$ cat src/rtl/core/tgarle_pkg.sv
// ----------------------------------------------------------------------------
// TGA RLE decoder package
// Shared constants, phase codes and the result word type.
// ----------------------------------------------------------------------------
package tgarle_pkg;

   // Width of the pixel counters and of the pixel_count register
   localparam int PIXEL_COUNT_BITS_DEFAULT = 24;

   // Configuration port
   localparam int CSR_INDEX_BITS = 1;
   localparam logic [CSR_INDEX_BITS-1:0] CSR_BYTES_PER_PIXEL = 1'd0;
   localparam logic [CSR_INDEX_BITS-1:0] CSR_PIXEL_COUNT     = 1'd1;

   localparam logic [2:0] BYTES_PER_PIXEL_RESET = 3'd3;
   localparam logic [2:0] BYTES_PER_PIXEL_MAX   = 3'd4;

   // Decoder phase codes
   localparam logic [1:0] PH_HEADER = 2'd0;
   localparam logic [1:0] PH_RAW    = 2'd1;
   localparam logic [1:0] PH_RUN    = 2'd2;

   // One decoded pixel word
   typedef struct packed {
      logic [31:0] pixel_value;
      logic [7:0]  repeat_count;
      logic        last_of_image;
      logic        status;
   } rsp_word_type;

endpackage

$ cat src/rtl/core/tgarle_csr.sv
// ----------------------------------------------------------------------------
// TGA RLE decoder configuration registers
// Holds bytes_per_pixel and pixel_count, written through the csr port.
// ----------------------------------------------------------------------------
module tgarle_csr #(
   parameter int PIXEL_COUNT_BITS = tgarle_pkg::PIXEL_COUNT_BITS_DEFAULT
) (
   input  logic                                  clock,
   input  logic                                  reset,
   input  logic                                  csr_wr_en,
   input  logic [tgarle_pkg::CSR_INDEX_BITS-1:0] csr_index,
   input  logic [PIXEL_COUNT_BITS-1:0]           csr_wr_data,
   output logic [2:0]                            bytes_per_pixel,
   output logic [PIXEL_COUNT_BITS-1:0]           pixel_count
);

   logic [2:0]                  bpp_ff;
   logic [2:0]                  bpp_in;
   logic [PIXEL_COUNT_BITS-1:0] count_ff;
   logic [PIXEL_COUNT_BITS-1:0] count_in;

   always_comb begin
      bpp_in   = bpp_ff;
      count_in = count_ff;
      if (csr_wr_en) begin
         if (csr_index == tgarle_pkg::CSR_BYTES_PER_PIXEL) begin
            bpp_in = csr_wr_data[2:0];
         end
         if (csr_index == tgarle_pkg::CSR_PIXEL_COUNT) begin
            count_in = csr_wr_data;
         end
      end
   end

   always_ff @(posedge clock) begin
      if (reset) begin
         bpp_ff   <= tgarle_pkg::BYTES_PER_PIXEL_RESET;
         count_ff <= PIXEL_COUNT_BITS'(1);
      end else begin
         bpp_ff   <= bpp_in;
         count_ff <= count_in;
      end
   end

   assign bytes_per_pixel = bpp_ff;
   assign pixel_count     = count_ff;

endmodule

$ cat src/rtl/core/tgarle_decode.sv
// ----------------------------------------------------------------------------
// TGA RLE decoder step logic
// Packet state, pixel gathering and pixel counting for one stream byte.
// ----------------------------------------------------------------------------
module tgarle_decode #(
   parameter int PIXEL_COUNT_BITS = tgarle_pkg::PIXEL_COUNT_BITS_DEFAULT
) (
   input  logic                          clock,
   input  logic                          reset,
   input  logic                          step,
   input  logic [7:0]                    data_byte,
   input  logic [2:0]                    bytes_per_pixel,
   input  logic [PIXEL_COUNT_BITS-1:0]   pixel_count,
   output logic                          emit,
   output tgarle_pkg::rsp_word_type      result
);

   logic [1:0]                  phase_ff;
   logic [1:0]                  phase_in;
   logic [7:0]                  remaining_ff;
   logic [7:0]                  remaining_in;
   logic [1:0]                  byte_index_ff;
   logic [1:0]                  byte_index_in;
   logic [23:0]                 gather_ff;
   logic [23:0]                 gather_in;
   logic [PIXEL_COUNT_BITS-1:0] done_ff;
   logic [PIXEL_COUNT_BITS-1:0] done_in;

   logic                        in_pixel;
   logic                        is_run;
   logic [2:0]                  byte_cnt;
   logic [2:0]                  eff_bpp;
   logic                        complete;
   logic [7:0]                  run_len;
   logic [7:0]                  rem_dec;
   logic [PIXEL_COUNT_BITS:0]   sum;
   logic                        over;
   logic                        last;
   logic                        packet_end;
   logic [31:0]                 pixel;

   always_comb begin
      in_pixel = (phase_ff == tgarle_pkg::PH_RAW) || (phase_ff == tgarle_pkg::PH_RUN);
      is_run   = (phase_ff == tgarle_pkg::PH_RUN);
      byte_cnt = {1'b0, byte_index_ff} + 3'd1;
      if (bytes_per_pixel == 3'd0) begin
         eff_bpp = 3'd1;
      end else if (bytes_per_pixel > tgarle_pkg::BYTES_PER_PIXEL_MAX) begin
         eff_bpp = tgarle_pkg::BYTES_PER_PIXEL_MAX;
      end else begin
         eff_bpp = bytes_per_pixel;
      end
      complete   = in_pixel && (byte_cnt >= eff_bpp);
      run_len    = is_run ? remaining_ff : 8'd1;
      rem_dec    = remaining_ff - 8'd1;
      sum        = {1'b0, done_ff} + (PIXEL_COUNT_BITS+1)'(run_len);
      over       = sum > {1'b0, pixel_count};
      last       = !over && (sum[PIXEL_COUNT_BITS-1:0] == pixel_count);
      packet_end = is_run || (rem_dec == 8'd0);
      pixel      = {8'h00, gather_ff} | ({24'h000000, data_byte} << {byte_index_ff, 3'b000});

      phase_in      = phase_ff;
      remaining_in  = remaining_ff;
      byte_index_in = byte_index_ff;
      gather_in     = gather_ff;
      done_in       = done_ff;

      if (!in_pixel) begin
         // Header: raw holds header+1 pixels, run header-127 copies; both are low7+1
         phase_in      = data_byte[7] ? tgarle_pkg::PH_RUN : tgarle_pkg::PH_RAW;
         remaining_in  = {1'b0, data_byte[6:0]} + 8'd1;
         byte_index_in = 2'd0;
         gather_in     = 24'h000000;
      end else if (!complete) begin
         gather_in     = pixel[23:0];
         byte_index_in = byte_index_ff + 2'd1;
      end else begin
         byte_index_in = 2'd0;
         gather_in     = 24'h000000;
         if (over) begin
            // end the packet and clear the pixel counter, so the next byte starts a new image
            phase_in     = tgarle_pkg::PH_HEADER;
            remaining_in = 8'd0;
            done_in      = '0;
         end else begin
            done_in = sum[PIXEL_COUNT_BITS-1:0];
            if (packet_end) begin
               phase_in     = tgarle_pkg::PH_HEADER;
               remaining_in = 8'd0;
               if (last) begin
                  done_in = '0;
               end
            end else begin
               remaining_in = rem_dec;
            end
         end
      end

      emit                 = complete;
      result.pixel_value   = pixel;
      result.repeat_count  = run_len;
      result.last_of_image = last;
      result.status        = over;
   end

   always_ff @(posedge clock) begin
      if (reset) begin
         phase_ff      <= tgarle_pkg::PH_HEADER;
         remaining_ff  <= 8'd0;
         byte_index_ff <= 2'd0;
         gather_ff     <= 24'h000000;
         done_ff       <= '0;
      end else if (step) begin
         phase_ff      <= phase_in;
         remaining_ff  <= remaining_in;
         byte_index_ff <= byte_index_in;
         gather_ff     <= gather_in;
         done_ff       <= done_in;
      end
   end

endmodule

$ cat src/rtl/core/tgarle_out_reg.sv
// ----------------------------------------------------------------------------
// TGA RLE decoder result register
// Holds one decoded pixel word until the rsp side takes it.
// ----------------------------------------------------------------------------
module tgarle_out_reg (
   input  logic                     clock,
   input  logic                     reset,
   input  logic                     load,
   input  tgarle_pkg::rsp_word_type load_word,
   input  logic                     rsp_stall,
   output logic                     free,
   output logic                     rsp_valid,
   output tgarle_pkg::rsp_word_type rsp_word
);

   logic                     valid_ff;
   logic                     valid_in;
   tgarle_pkg::rsp_word_type word_ff;

   assign free     = !valid_ff || !rsp_stall;
   assign valid_in = load || (valid_ff && rsp_stall);

   always_ff @(posedge clock) begin
      if (reset) begin
         valid_ff <= 1'b0;
      end else begin
         valid_ff <= valid_in;
      end
   end

   always_ff @(posedge clock) begin
      if (load) begin
         word_ff <= load_word;
      end
   end

   assign rsp_valid = valid_ff;
   assign rsp_word  = word_ff;

endmodule

$ cat src/rtl/core/tga_rle_pixel_decoder_top.sv
// ----------------------------------------------------------------------------
// TGA RLE pixel decoder
// Decodes a run-length encoded TGA byte stream into pixel words with repeats.
// ----------------------------------------------------------------------------
// Flow: an accepted byte is registered in the input register and decoded
//   from there; its pixel word, if any, is loaded into the result register.
// Throughput: one byte per cycle, set by the single decode step between the
//   input and result registers; a stalled rsp word holds a pixel's last byte.
// Reset: synchronous; clears both registers' valid bits, the packet state,
//   the pixel counter, and loads bytes_per_pixel 3 and pixel_count 1.
module tga_rle_pixel_decoder_top #(
   parameter int PIXEL_COUNT_BITS = tgarle_pkg::PIXEL_COUNT_BITS_DEFAULT
) (
   input  logic                                  clock,
   input  logic                                  reset,
   input  logic                                  req_valid,
   output logic                                  req_stall,
   input  logic [7:0]                            req_data_byte,
   output logic                                  rsp_valid,
   input  logic                                  rsp_stall,
   output logic [31:0]                           rsp_pixel_value,
   output logic [7:0]                            rsp_repeat_count,
   output logic                                  rsp_last_of_image,
   output logic                                  rsp_status,
   input  logic                                  csr_wr_en,
   input  logic [tgarle_pkg::CSR_INDEX_BITS-1:0] csr_index,
   input  logic [PIXEL_COUNT_BITS-1:0]           csr_wr_data
);

   logic                        in_valid_ff;
   logic                        in_valid_in;
   logic [7:0]                  in_byte_ff;
   logic                        accept;
   logic                        advance;
   logic                        emit;
   logic                        out_free;
   logic [2:0]                  bytes_per_pixel;
   logic [PIXEL_COUNT_BITS-1:0] pixel_count;
   tgarle_pkg::rsp_word_type    result;
   tgarle_pkg::rsp_word_type    rsp_word;

   tgarle_csr #(
      .PIXEL_COUNT_BITS(PIXEL_COUNT_BITS)
   ) u_csr (
      .clock           (clock),
      .reset           (reset),
      .csr_wr_en       (csr_wr_en),
      .csr_index       (csr_index),
      .csr_wr_data     (csr_wr_data),
      .bytes_per_pixel (bytes_per_pixel),
      .pixel_count     (pixel_count)
   );

   // Header and partial-pixel words produce nothing, so they never wait on rsp
   assign advance   = in_valid_ff && (out_free || !emit);
   assign req_stall = in_valid_ff && !advance;
   assign accept    = req_valid && !req_stall;
   assign in_valid_in = accept || (in_valid_ff && !advance);

   always_ff @(posedge clock) begin
      if (reset) begin
         in_valid_ff <= 1'b0;
      end else begin
         in_valid_ff <= in_valid_in;
      end
   end

   always_ff @(posedge clock) begin
      if (accept) begin
         in_byte_ff <= req_data_byte;
      end
   end

   tgarle_decode #(
      .PIXEL_COUNT_BITS(PIXEL_COUNT_BITS)
   ) u_decode (
      .clock           (clock),
      .reset           (reset),
      .step            (advance),
      .data_byte       (in_byte_ff),
      .bytes_per_pixel (bytes_per_pixel),
      .pixel_count     (pixel_count),
      .emit            (emit),
      .result          (result)
   );

   tgarle_out_reg u_out_reg (
      .clock     (clock),
      .reset     (reset),
      .load      (advance && emit),
      .load_word (result),
      .rsp_stall (rsp_stall),
      .free      (out_free),
      .rsp_valid (rsp_valid),
      .rsp_word  (rsp_word)
   );

   assign rsp_pixel_value   = rsp_word.pixel_value;
   assign rsp_repeat_count  = rsp_word.repeat_count;
   assign rsp_last_of_image = rsp_word.last_of_image;
   assign rsp_status        = rsp_word.status;

endmodule

$ cat config.mk
export PLATFORM = sky130hd
export DESIGN_NAME = tga_rle_pixel_decoder_top
export DESIGN_NICKNAME = d
export VERILOG_FILES = /design/src/rtl/core/tgarle_pkg.sv /design/src/rtl/core/tgarle_csr.sv /design/src/rtl/core/tgarle_decode.sv /design/src/rtl/core/tgarle_out_reg.sv /design/src/rtl/core/tga_rle_pixel_decoder_top.sv
export SDC_FILE = /design/constraint.sdc
export NUM_CORES = 1
export LEC_CHECK = 0
export BUFFER_PORTS_ARGS = -buffer_cell sky130_fd_sc_hd__buf_2
export CORE_UTILIZATION = 55
export DETAILED_ROUTE_END_ITERATION = 8
export GPL_ROUTABILITY_DRIVEN = 0
export PLACE_DENSITY_LB_ADDON = 0.3
export SLEW_MARGIN = 20
export SYNTH_ARGS = -nofsm -noshare
export SYNTH_HDL_FRONTEND = slang
export SYNTH_SLANG_ARGS = --single-unit
$ cat constraint.sdc
create_clock -name clock -period 13.2 [get_ports clock]
set_input_delay 0.66 -clock clock [delete_from_list [all_inputs] [get_ports clock]]
set_output_delay 0.66 -clock clock [all_outputs]
set_load 0.02 [all_outputs]
==> results.tsv, run 1 <==
stage	metric	value	unit
floorplanning	die extent in y	113	microns
setup_path	worst path buffer plus inverter count	2	
final_layout	filler cell count	946	
sta	Slew @ Worst Pin	1.03	ns
synthesis	Post-synth EDFFs	50	
setup_path	Critical R2R Launch	u_decode.phase_ff[0]	
global_route	total global routing overflow	0	
floorplanning	total core area	12000	sq um
placed_design	port bufs	81	
sta	RSZ-0062 raised after global routing	false	
drt	antenna-violating nets left	0	
final_layout	Layout area overhead	14.7	%
sta	Max Clk Rate	0.173	GHz
sta	Sum Neg Setup Slack	0	ns
cts	Clock Sinks	139	
drt	Residual DRC	0	
sta	crit path time final	5.78	ns
hold_path	Hold Crit Depth	1	
setup_path	Worst EP required	13.56	ns
setup_path	slowest cell on the critical path	mux2i_1	
setup_path	Crit. End Element	register	
setup_path	max incr delay on CP	0.76	ns
cts	Post-CTS Hold Buffers	0	
job	max-cap check violation count	0	
status	outcome	complete, no violations	
synthesis	Cell Area, Synth	6750	sq um
global_route	first-pass GRT wire length	24.4	mm
final_layout	n_diodes	0	
cts	clk_lat worst skew	0.43	ns
synthesis	Synth area leaders	dfxtp_1 (26%), edfxtp_1 (22%), ha_1 (7.4%), a21oi_1 (5.5%), nand2_1 (4.8%)	
cts	Root Buffer	clkbuf_16	
cts	CTS clk-pin slew, worst paths	0.06	ns
floorplanning	Die Wd	113	microns
drt	DRT Pass-1 Iters	7	
placed_design	cell count after placement	902	
synthesis	ys flop type	dfxtp_1	
setup_path	FF-to-FF path depth	20	
placed_design	Detail Placement HPWL	10.4	mm
drt	vias	5410	
setup_path	CP Class	reg -> reg	
floorplanning	Row Count	40	
synthesis	share of the synthesized area in the top cell type	26.4	%
placed_design	pre-CTS setup slack	7.61	ns
cts	Clock Path Buffers	2	
drt	wire per inst	16.1	microns
setup_path	crit-path most repeated cell	ha_1	
synthesis	register area share after synthesis	48.6	%
setup_path	startpoint types	register	
cts	postcts setup bufs	0	
drt	DR vias/cell	5.79	
global_route	largest net degree at the start of global routing	48	
synthesis	Synth warnings	0	
synthesis	synth unique cells	70	
setup_path	Worst path top cell family by delay	compound AO/OA/AOI/OAI gates	
sta	Final Hold Viols	0	
synthesis	area leader, netlist	dfxtp_1	
hold_path	hold worst-path end	in_byte_ff[5]	
setup_path	reg2reg end	u_decode.done_ff[3]	
setup_path	R2R setup slack	7.42	ns
final_layout	final cell count without fillers	934	
sta	max-slew violation count	0	
global_route	global-route usage over all layers	24.7	%
synthesis	syn_area_per_cell	9.52	sq um
setup_path	Arr. time, crit path	6.14	ns
cts	number of gates resized after cts	0	
synthesis	#FFs+latches synth	139	
drt	initial DRC count	382	
cts	Inserted Clock Buffers	17	
sta	clk_skew	0.00538	ns
drt	routed wire length	15.1	mm
final_layout	share of layout cells above drive strength 1	15.8	%
cts	CTS tree	built	
pwr	leakage power	0.00340	uW
pwr	worst-case vdd ir drop	72.3	uV
setup_path	CP cell instances	inv_1 -> ha_1 -> nand2_1 -> ha_1 -> inv_1 -> fa_1 -> nand2b_1 -> a21oi_1 -> o21ai_1 -> nor2_1 -> nand2_1 -> xnor2_1 -> ha_1 -> a21oi_1 -> o21ai_0 -> a221oi_1 -> o211ai_1 -> mux2i_1 -> and2b_1 -> a22o_1	
hold_path	hold path start	req_data_byte[5]	
global_route	initial antenna violation count	0	
global_route	vias in the first global route	5135	
floorplanning	Die Footprint	12700	sq um
synthesis	asr flop ratio synth	0	%
sta	slew margin rel.	31.4	%
cts	H-tree Lvls	4	
pwr	Design Power	991	uW
floorplanning	IO Pins	82	
hold_path	HP Class	in -> reg	
floorplanning	starting density of the core	56.4	%
sta	PnR worst setup slack	7.42	ns
synthesis	Post-Syn Instances	709	
sta	# setup viols final	0	
pwr	PwrDens	128	nW/um^2
synthesis	Post-Syn Nets	788	
final_layout	fin nets	853	
setup_path	CP Max Fanout	15	
sta	period utilization	43.8	%
-- placed cells by master, fill, tap and decap left out, drive strengths merged, types with 3 or more instances in the layout --
cell type	count
a221oi	4
a211oi	6
buf	83
clkinvlp	4
mux2i	3
nand2	87
a21o	31
dfxtp	89
nor4	5
and2	12
nor3b	3
nand2b	5
or2	4
nor3	9
a22o	14
edfxtp	50
or3	3
o21ai	17
nand3	16
xor2	11
a21oi	75
clkbuf	20
nor2	56
nor2b	4
nand4	7
o21a	5
a211o	3
xnor2	15
clkinv	7
and3	11
inv	42
o31ai	5
a22oi	4
a31oi	3
o211ai	4
ha	40
-- logic make-up after synthesis --
group | share of synthesized area [%]
multiplexers | 0.445
AO/OA/AOI/OAI | 18.8
AND/OR/NAND/NOR | 16.3
flip-flops | 48.6
adder cells (fa/ha/maj) | 7.71
XOR/XNOR | 3.37
buffers and inverters | 4.71
-- area by class of cell --
class / instances / area [sq um] / area share [%]
clock buffers: 20 / 437 / 5.64
clock inverters: 12 / 100 / 1.29
inverters: 42 / 158 / 2.04
multi-input cells: 491 / 3160 / 40.8
flip-flops and latches: 139 / 3280 / 42.4
well taps: 147 / 184 / 2.38
repair buffers: 83 / 420 / 5.43
-- per-stage QoR --
stage | instance area (sq um) | hold WS, ns | util [%]
2_1_floorplan | 6750 | 0.434 | -
3_3_place_gp | 7200 | 0.445 | 60.2
3_5_place_dp | 7200 | 0.447 | 60.2
4_1_cts | 7740 | 0.395 | 64.7
5_1_grt | 7740 | 0.400 | 64.7
6_report | 7740 | 0.404 | 64.7
-- flip-flops by register name (all words and copies together) (netlist names) --
signal and flops:
u_csr.bytes_per_pixel 3, u_out_reg.rsp_valid 1, u_decode.remaining_ff 8, u_csr.pixel_count 24
in_valid_ff 1, u_decode.gather_ff 24, u_decode.phase_ff 2, u_decode.done_ff 24
u_out_reg.rsp_word 42, in_byte_ff 8, u_decode.byte_index_ff 2
-- where the power goes --
| group | total [uW] | switching (uW) | internal [uW] |
|---|---|---|---|
| Combinational | 84.8 | 51.5 | 33.3 |
| Sequential | 471 | 15.3 | 456 |
| Clock | 435 | 179 | 256 |
-- worst reg2reg max path: cells and delay by family, from the launching register on --
kind,cells,cell delay (ns)
AOI/OAI and AO/OA,7,1.78
xor gates and xnor gates,1,0.29
adders and majority gates,4,1.21
buffers and inverters,2,0.12
DFF,1,0.32
muxes,1,0.76
and+or+nand+nor,5,1.24
-- cell usage after synthesis, drive strengths merged, types with 4 or more instances --
library cell	n
ha	40
or2	4
o31ai	5
edfxtp	50
o211ai	4
a211oi	6
o21ai	17
nand4	7
nor4	5
nor2	56
nand3	16
a21o	31
xor2	11
a22o	14
a221oi	4
nor3	9
buf	8
nor2b	4
and3	11
xnor2	15
dfxtp	89
inv	41
o21a	5
and2	12
nand2	87
nand2b	5
clkbuf	29
a21oi	75
a22oi	4
-- layer usage --
layer	vias up	wire length (microns)	share of wire [%]	GRT usage [%]
met2	158	6990	46	39.2
li1	2654	-	-	-
met1	2565	7020	47	32.4
met5	-	0	0	0
met3	33	679	4.5	5.09
met4	0	394	2.6	11.9
-- worst max-delay path by stage --
stage,from,end,slack (ns),cells after the start
after floorplan,u_decode.byte_index_ff[0],u_decode.done_ff[19],8.39,8
after global placement,u_decode.phase_ff[0],u_decode.done_ff[10],7.81,19
after detailed placement,u_decode.phase_ff[0],u_decode.done_ff[3],7.61,20
after CTS,u_decode.phase_ff[0],u_decode.done_ff[15],7.54,20
after global routing,u_decode.phase_ff[0],u_decode.done_ff[2],7.00,20
final,u_decode.phase_ff[0],u_decode.done_ff[3],7.42,20
(Power assumes the default switching activity.)
==> run 2: changes to the inputs <==
--- a/config.mk
+++ b/config.mk
@@ -5,6 +5,7 @@
 export SDC_FILE = /design/constraint.sdc
 export NUM_CORES = 1
 export LEC_CHECK = 0
+export ABC_AREA = 1
 export BUFFER_PORTS_ARGS = -buffer_cell sky130_fd_sc_hd__buf_2
 export CORE_UTILIZATION = 55
 export DETAILED_ROUTE_END_ITERATION = 8
==> constraint.sdc (replaced) <==
create_clock -name clock -period 5.83 [get_ports clock]
set_input_delay 0.2915 -clock clock [delete_from_list [all_inputs] [get_ports clock]]
set_output_delay 0.2915 -clock clock [all_outputs]
set_load 0.02 [all_outputs]
==> results.tsv, run 2 <==
stage	metric	value	unit	change
status	outcome	complete, no violations		unchanged
cts	H-tree Lvls	4		unchanged
cts	Root Buffer	clkbuf_16		unchanged
cts	postcts setup bufs	0		unchanged
global_route	largest net degree at the start of global routing	48		unchanged
cts	CTS clk-pin slew, worst paths	0.06	ns	about the same
placed_design	port bufs	81		unchanged
drt	routed wire length	15.9	mm	was 15.1 mm
cts	CTS tree	built		unchanged
final_layout	share of layout cells above drive strength 1	17.1	%	was 15.8%
pwr	Design Power	2330	uW	was 991 uW
final_layout	most common cell after layout, fill and taps aside	nand2_1		was dfxtp_1
sta	period utilization	72.7	%	was 43.8%
drt	Residual DRC	0		unchanged
cts	number of gates resized after cts	0		unchanged
drt	initial DRC count	326		was 382
cts	Clock Sinks	139		unchanged
synthesis	share of the synthesized area in the top cell type	24.8	%	was 26.4%
sta	max-slew violation count	0		unchanged
setup_path	CP Class	reg -> reg		unchanged
placed_design	cell count after placement	1072		was 902
global_route	global-route usage over all layers	25.4	%	was 24.7%
setup_path	Crit. End Element	register		unchanged
synthesis	register area share after synthesis	45.6	%	was 48.6%
global_route	total global routing overflow	0		unchanged
final_layout	max FFs per register	42		unchanged
global_route	vias in the first global route	5417		was 5135
synthesis	#FFs+latches synth	139		unchanged
sta	Slew @ Worst Pin	1.06	ns	was 1.03 ns
setup_path	max incr delay on CP	0.40	ns	was 0.76 ns
pwr	leakage power	0.00353	uW	was 0.00340 uW
synthesis	Synth warnings	0		unchanged
job	max-cap check violation count	0		unchanged
synthesis	most frequent cell after synthesis	nand2_1		was dfxtp_1
sta	crit path time final	4.24	ns	was 5.78 ns
sta	clk_skew	0.00943	ns	was 0.00538 ns
global_route	initial antenna violation count	0		unchanged
setup_path	startpoint types	register		unchanged
cts	Post-CTS Hold Buffers	0		unchanged
placed_design	Detail Placement HPWL	11.1	mm	was 10.4 mm
floorplanning	Die Footprint	13500	sq um	was 12700 sq um
cts	clk_lat worst skew	0.43	ns	about the same
floorplanning	IO Pins	82		unchanged
synthesis	area leader, netlist	dfxtp_1		unchanged
sta	RSZ-0062 raised after global routing	false		unchanged
setup_path	Worst EP required	6.18	ns	was 13.56 ns
setup_path	crit-path most repeated cell	nand2_1		was ha_1
synthesis	Post-Syn Nets	933		was 788
setup_path	Arr. time, crit path	4.59	ns	was 6.14 ns
floorplanning	Die Wd	116	microns	was 113 microns
global_route	first-pass GRT wire length	26.1	mm	was 24.4 mm
synthesis	asr flop ratio synth	0	%	unchanged
floorplanning	starting density of the core	56.8	%	was 56.4%
drt	DR vias/cell	5.31		was 5.79
setup_path	CP Max Fanout	34		was 15
sta	Final Hold Viols	0		unchanged
sta	Sum Neg Setup Slack	0	ns	unchanged
synthesis	Synth area leaders	dfxtp_1 (25%), edfxtp_1 (21%), nand2_1 (7.2%), inv_1 (7.0%), ha_1 (7.0%)		was dfxtp_1 (26%), edfxtp_1 (22%), ha_1 (7.4%), a21oi_1 (5.5%), nand2_1 (4.8%)
hold_path	hold path start	req_data_byte[1]		was req_data_byte[5]
pwr	worst-case vdd ir drop	166	uV	was 72.3 uV
drt	vias	5864		was 5410
drt	DRT Pass-1 Iters	5		was 7
synthesis	syn_area_per_cell	8.43	sq um	was 9.52 sq um
final_layout	fin nets	998		was 853
hold_path	HP Class	in -> reg		unchanged
floorplanning	die extent in y	116	microns	was 113 microns
final_layout	final cell count without fillers	1104		was 934
floorplanning	total core area	12700	sq um	was 12000 sq um
floorplanning	Row Count	41		was 40
cts	Inserted Clock Buffers	17		unchanged
pwr	PwrDens	283	nW/um^2	was 128 nW/um^2
final_layout	most frequent cells in the layout	nand2_1 (138), inv_1 (133), a21oi_1 (91)		was dfxtp_1 (89), nand2_1 (87), buf_2 (81)
final_layout	Layout area overhead	14.2	%	was 14.7%
drt	antenna-violating nets left	0		unchanged
cts	Clock Path Buffers	2		unchanged
synthesis	ys flop type	dfxtp_1		unchanged
synthesis	Cell Area, Synth	7200	sq um	was 6750 sq um
drt	wire per inst	14.4	microns	was 16.1 microns
synthesis	Post-Syn Instances	854		was 709
synthesis	Post-synth EDFFs	50		unchanged
synthesis	most common library cells after synthesis	nand2_1 (138), inv_1 (134), a21oi_1 (91), dfxtp_1 (89), edfxtp_1 (50)		was dfxtp_1 (89), nand2_1 (87), a21oi_1 (74), nor2_1 (56), edfxtp_1 (50)
setup_path	Critical R2R Launch	u_decode.phase_ff[0]		unchanged
setup_path	Critical Path Source	u_decode.phase_ff[0]		unchanged
sta	Max Clk Rate	0.236	GHz	was 0.173 GHz
final_layout	n_diodes	0		unchanged
synthesis	synth unique cells	45		was 70
sta	slew margin rel.	29.6	%	was 31.4%
sta	# setup viols final	0		unchanged
setup_path	slowest cell on the critical path	fa_1		was mux2i_1
## run 2: per-stage QoR
stage / instance area, sq um / hold slack (ns) / utilization [%] / worst slack [ns]
finish: 8220 / 0.0397 / 64.8 / 1.59
detailed placement: 7660 / 0.450 / 60.4 / 1.60
floorplan: 7200 / 0.390 / - / 2.08
CTS: 8220 / 0.0266 / 64.8 / 1.58
global placement: 7660 / 0.444 / 60.4 / 1.72
global route: 8220 / 0.0248 / 64.8 / 1.11
## run 2: kinds of logic (layout without fill, tap and decap cells)
logic type               after synthesis  in the layout  share of synthesized area, %
flip-flops                           139            139                          45.6
XOR/XNOR                              26             26                          3.16
AND/OR/NAND/NOR                      297            297                          19.9
buffers and inverters                179            257                          10.0
adder cells (fa/ha/maj)               41             41                          7.23
AO/OA/AOI/OAI                        172            172                          14.0
## run 2: worst paths after layout
path                                end  slack, ns  cells past startpoint
setup / recovery   u_decode.phase_ff[0]       1.59                     25
hold / removal            in_byte_ff[1]       0.04                      1
setup reg to reg   u_decode.phase_ff[0]       1.59                     25
hold reg to reg   u_decode.gather_ff[2]       0.46                      2
## run 2: area by class of cell
type / count / area [sq um]
inverter: 140 / 531
clock inverter: 11 / 110
fill: 1088 / 4450
tap: 172 / 215
timing repair buffer: 85 / 435
multi-input combinational: 536 / 3190
sequential: 139 / 3280
clock buffer: 21 / 450
## run 2: routing by layer
| metal | up-vias | wire length, microns | GRT usage [%] |
|---|---|---|---|
| met5 | - | 0 | 0 |
| met4 | 0 | 463 | 11.9 |
| met1 | 2684 | 7140 | 32.0 |
| li1 | 2978 | - | - |
| met2 | 171 | 7500 | 41.3 |
| met3 | 31 | 814 | 5.92 |
## run 2: critical path, delay by kind of cell, from the launching register on
kind / cells / cell delay [ns]
fa+ha+maj: 4 / 1.16
flops: 1 / 0.32
compound gates: 1 / 0.10
simple gates: 15 / 2.19
xor+xnor: 1 / 0.14
buf+inv: 4 / 0.24
## run 2: report_power, final
| group | internal, uW | leakage [uW] | total (uW) | switching [uW] |
|---|---|---|---|---|
| clock network | 603 | 0.000265 | 1030 | 426 |
| registers | 1040 | 0.00118 | 1060 | 24.5 |
| logic | 77.4 | 0.00208 | 232 | 154 |
